### src/rtl/core/lchi_pkg.sv
package lchi_pkg;

	localparam int LVL_MAX    = 8;
	localparam int LVL_W      = $clog2(LVL_MAX);
	localparam int NLVL_W     = 4;
	localparam int SAMPLE_W   = 16;
	localparam int POS_W      = 17;
	localparam int FRAC_W     = 16;
	localparam int GRAY_W     = 8;
	localparam int GSCALED_W  = GRAY_W + FRAC_W;
	localparam int CFG_IDX_W  = 2;
	localparam int CFG_DATA_W = 64;
	localparam int DIST_W     = 18;
	localparam int DIV_STAGES = 8;
	localparam int DIV_BITS   = FRAC_W / DIV_STAGES;
	localparam int TAN_W      = SAMPLE_W + 2;
	localparam int WGT_W      = 20;
	localparam int PROD_W     = WGT_W + TAN_W;
	localparam int SUM_W      = PROD_W + 2;
	localparam int RND_W      = SUM_W - 18;

	localparam logic [POS_W-1:0]        ONE_Q16  = POS_W'(1) << FRAC_W;
	localparam logic signed [TAN_W-1:0] M1_OVR_Q = TAN_W'(1024);

	typedef enum logic [CFG_IDX_W-1:0] {
		CFG_NUM_LEVELS   = 2'd0,
		CFG_INDEXED_MODE = 2'd1,
		CFG_GRAY_VALUES  = 2'd2
	} cfg_idx_t;

	typedef struct packed {
		logic [NLVL_W-1:0]     num_levels;
		logic                  indexed_mode;
		logic [CFG_DATA_W-1:0] gray_values;
	} cfg_t;

	// one classified pixel, handed from front to back
	typedef struct packed {
		logic                       need_div;
		logic [POS_W-1:0]           t_direct;
		logic [GSCALED_W-1:0]       num;
		logic [GRAY_W-1:0]          den;
		logic signed [SAMPLE_W-1:0] sm;
		logic signed [SAMPLE_W-1:0] s0;
		logic signed [SAMPLE_W-1:0] s1;
		logic signed [SAMPLE_W-1:0] s2;
		logic                       m0_half;
		logic                       m1_half;
		logic                       over;
	} qent_t;

endpackage

### src/rtl/core/lchi_queue.sv
module lchi_queue (
	input  logic            clk,
	input  logic            arst_n,
	input  logic            push,
	input  lchi_pkg::qent_t wr_entry,
	output logic            full,
	input  logic            pop,
	output logic            not_empty,
	output lchi_pkg::qent_t head
);

	lchi_pkg::qent_t mem_q [2];
	logic            wr_ptr_q, rd_ptr_q;
	logic [1:0]      cnt_q;

	assign full      = cnt_q == 2'd2;
	assign not_empty = cnt_q != 2'd0;
	assign head      = mem_q[rd_ptr_q];

	// pointers and fill count
	always_ff @(posedge clk or negedge arst_n) begin
		if (!arst_n) begin
			wr_ptr_q <= 1'b0;
			rd_ptr_q <= 1'b0;
			cnt_q    <= 2'd0;
		end else begin
			if (push)
				wr_ptr_q <= !wr_ptr_q;
			if (pop)
				rd_ptr_q <= !rd_ptr_q;
			if (push && !pop)
				cnt_q <= cnt_q + 2'd1;
			else if (pop && !push)
				cnt_q <= cnt_q - 2'd1;
		end
	end

	always_ff @(posedge clk) begin
		if (push)
			mem_q[wr_ptr_q] <= wr_entry;
	end

endmodule

### config.mk
export PLATFORM = sky130hd
export DESIGN_NAME = lchi_queue
export DESIGN_NICKNAME = d
export VERILOG_FILES = /design/src/rtl/core/lchi_pkg.sv /design/src/rtl/core/lchi_queue.sv
export SDC_FILE = /design/constraint.sdc
export NUM_CORES = 1
export LEC_CHECK = 0
export ABC_AREA = 1
export BUFFER_PORTS_ARGS = -buffer_cell sky130_fd_sc_hd__buf_2
export CAP_MARGIN = 20
export CORE_MARGIN = 5
export CORE_UTILIZATION = 50
export CTS_BUF_LIST = sky130_fd_sc_hd__clkbuf_8 sky130_fd_sc_hd__clkbuf_16
export DETAILED_ROUTE_END_ITERATION = 8
export HOLD_SLACK_MARGIN = 0.05
export PLACE_DENSITY = 0.78
export RECOVER_POWER = 25
export SLEW_MARGIN = 20
export SYNTH_ARGS = -nofsm -noshare
export SYNTH_HDL_FRONTEND = slang
export SYNTH_SLANG_ARGS = --single-unit
export TNS_END_PERCENT = 50
### constraint.sdc
create_clock -name clk -period 10.45 [get_ports clk]
set_input_delay 1.045 -clock clk [delete_from_list [all_inputs] [get_ports clk]]
set_output_delay 1.045 -clock clk [all_outputs]
set_load 0.1 [all_outputs]
Word-level counts from Yosys, hierarchy flattened
Memories as Yosys holds them, arrays and structs flattened.
Index checks and enable logic that the tools add are counted.
{ "totals": {"n_memories": 1, "elab_cells": 19, "in_bits": 121, "out_inout_bits": 119, "regBits": 4, "ram_bits": 234} }
{ "memory_table": {"columns": ["name", "depth", "word_bits", "read_ports", "rd_clocked_by_memory_dff", "write_ports", "line_no", "rtl"], "rows": [
  ["mem_q", 2, 117, 1, 0, 1, "lchi_queue.sv:12", "lchi_pkg::qent_t mem_q [2];"]
]} }
{ "op_classes": {"n_addsub": 2, "n_mux": 4, "n_reduce_logical": 8, "eq_ne": 1} }
{ "ops": {"columns": ["operator", "n"], "rows": [
  ["1-bit zero test", 4],
  ["2-bit two-way mux", 2],
  ["2-bit nonzero test", 2],
  ["2-bit by 1-bit adder with 2-bit output, second input constant", 1],
  ["2-bit equality test, second input constant", 1],
  ["1-bit logical AND", 2],
  ["1-bit two-way mux", 2],
  ["2-bit by 1-bit subtractor with 2-bit output, second input constant", 1]
]} }

Longest topological paths before layout
{ "logic_depth": {"ltp_word": 4, "depth_mapped": 7, "ltp_nobuf": 7} }

Worst setup path after synthesis
No wires, ideal clock.
{ "synth_timing": {"path_kind": "input port to flip-flop", "from": "input port push", "to": "memory mem_q[0][0] in the netlist's numbering (enable)", "slack_ns": 3.873, "setup_time_ns": 0.597, "path_buffers": 0, "required_ns": 9.853, "path_stages": 2, "arrival_ns": 5.980, "path_cell_list": "inv_1 -> nor2_1"} }
{ "synth_between": {"elab_chain_len": 2} }
{ "synth_lines": {"columns": ["element", "line_no", "rtl"], "rows": [
  ["start, declared", "lchi_queue.sv:4", "input logic push,"],
  ["1-bit two-way mux", "lchi_queue.sv:39", "if (push)"],
  ["1-bit two-way mux (not written as such)", "lchi_queue.sv:40", "mem_q[wr_ptr_q] <= wr_entry;"],
  ["end, declared", "lchi_queue.sv:12", null]
]} }
Every way passes these cells.

==> impl_metrics.yaml <==
status:
  status: "complete, no violations"
floorplanning:
  io_pins: 240
  die-area_um2: 20200
  placement_rows: 48
  chipHeight_um: 142
  die_w_um: 142
  start_util_pct: 50.7
  coreArea_um2: 17200
sta:
  rsz0062_at_grt: "no"
  finalSetupTns_ns: 0
  post-route-min-period_ns: 4.08
  finalSetupViolations: 0
  drv_slew: 0
  finalHoldViolations: 0
  tightest_slew_ns: 0.926
  fmax_mhz: 245
  fin_worst_skew_ns: 0.00640
  maxSlewHeadroom_pct: 38.2
  timing.final.crit_share_pct: 39.0
detailed_routing:
  vias_per_cell: 5.01
  dr_total_vias: 4435
  drt_iter0_markers: 191
  dr.max_layer_used: "met5"
  routed_wl_um: 16700
  met3_length_um: 1520
  wl_met2_um: 8560
  wire_per_inst_um: 18.9
  drc: 0
  wl_met1_um: 6390
  antenna_left: 0
  dr.pass1.iters: 4
critical_path:
  crit_fanout: 61
  cp.required_ns: 9.41
  r2r-end: "mem_q[1][99]"
  cp_data_arrival_time_ns: 3.03
  rr_startpoint: "wr_ptr_q"
  r2r_setup_slack_ns: 8.16
  reg2reg_depth: 3
  crit_path_end_kind: "primary output"
  startpoint_type: "flop"
  crit_type: "reg -> out"
synthesis:
  ys_seq_area_share_pct: 81.8
  avgSynthCellArea_um2: 22.4
  synth_nets: 511
  syn_area_um2: 8720
  ys_types: 14
  yosys_warnings: 0
  synth_seq_cells: 238
  synth_cells: 389
global_route:
  first_global_vias: 4853
  antenna_found_initial: 1
  track_usage_pct: 16.2
  grt_pass1_wl_um: 25900
  grt_max_degree: 69
  grt-ovfl-total: 0
clocking:
  cts_max_path_buffers: 3
  cts_made_buffers: 24
  path_clk_slew_ns: 0.06
  ctsResizeCount: 0
  insertion_delay_ns: 0.49
  cts_hold_buf: 0
  cts-root-buf: "clkbuf_16"
  tritoncts: "done"
  cts_setup_buffers: 0
  h-tree-depth: 1
  cts.sinks: 238
placement:
  hpwl_um: 11400
  port_buffers: 239
  finalWeightedCongestion: 0.769
  dp.cells: 844
finish:
  layout.cells.non_filler: 886
  num_antenna_cells: 0
  syn_to_final_growth_pct: 25.1
  finalNetCount: 767
  drive_above_1_share_pct: 53.7
  fin_util_pct: 63.5
hold_path:
  min_path_type: "in -> async"
flow_run:
  drv_cap: 0
-- per-layer routing --
| metal | up-vias | GRT usage (%) |
|---|---|---|
| met1 | 2174 | 20.2 |
| li1 | 2042 | - |
| met5 | - | 0 |
| met4 | 2 | 3.79 |
| met2 | 193 | 28.2 |
| met3 | 24 | 4.60 |
-- logic make-up after synthesis --
family	count (synthesis)	synth area share, %
DFF	238	81.8
xor gates and xnor gates	3	0.302
buffers and inverters	20	1.34
adders and majority gates	1	0.144
muxes	117	16.0
and+or+nand+nor	10	0.474
-- worst max-delay path by stage --
stage	from	endpoint	slack (ns)	depth (start not counted)
2_1_floorplan	push	mem_q[0][0]	3.87	2
3_3_place_gp	rd_ptr_q	head[13]	6.92	3
3_5_place_dp	rd_ptr_q	head[115]	6.85	3
4_1_cts	rd_ptr_q	head[115]	6.31	3
5_1_grt	rd_ptr_q	head[68]	6.21	3
6_report	rd_ptr_q	head[115]	6.37	3
-- Yosys cell counts --
cell,instances,area share [%]
ha_1,1,0.14
nand3_1,1,0.057
edfxtp_1,234,81
buf_2,9,0.52
nor2_1,2,0.086
inv_1,7,0.30
nand4_1,1,0.072
buf_6,4,0.52
mux2_4,20,3.4
xnor2_1,1,0.10
dfrtp_1,4,1.1
nand2_1,6,0.26
xor2_1,2,0.20
mux2_2,97,13
-- cell type report --
type / count / area (um2)
Tap cell: 225 / 282
Timing Repair Buffer: 243 / 1180
Fill cell: 1227 / 6270
Sequential cell: 238 / 7130
Clock inverter: 17 / 178
Clock buffer: 25 / 626
Inverter: 7 / 28.8
Multi-Input combinational cell: 131 / 1480
-- registers in the layout, indices dropped and copies added (netlist names) --
register / cells
mem_q: 234
cnt_q: 2
rd_ptr_q: 1
wr_ptr_q: 1
-- through the flow --
stage                     hold WS (ns)  setup slack (ns)  instance area [um2]
after floorplan                  0.442              3.87                 8720
after global placement           0.453              6.92                10100
after detailed placement         0.507              6.85                10100
after CTS                        0.328              6.31                11000
after global routing             0.382              6.21                10900
final                            0.372              6.37                10900
-- placed cells by master, fill, tap and decap left out, types with 2 or more instances in the layout --
| cell type | synthesis | layout |
|---|---|---|
| inv_1 | 7 | 10 |
| clkinv_1 | 0 | 7 |
| buf_4 | 0 | 4 |
| mux2_2 | 97 | 97 |
| xor2_1 | 2 | 2 |
| mux2_4 | 20 | 20 |
| edfxtp_1 | 234 | 234 |
| bufinv_16 | 0 | 4 |
| dfrtp_1 | 4 | 3 |
| nand2_1 | 6 | 6 |
| clkbuf_1 | 0 | 39 |
| buf_2 | 9 | 200 |
| clkbuf_16 | 0 | 25 |
-- worst max-delay path: stages (launching register included) --
cell	delay [ns]
dfrtp_4	0.93
buf_4	0.79
mux2_2	0.31
buf_2	0.42
Power is not shown: default switching activity piles up to over one toggle a cycle in this logic, so the estimate is an artifact.
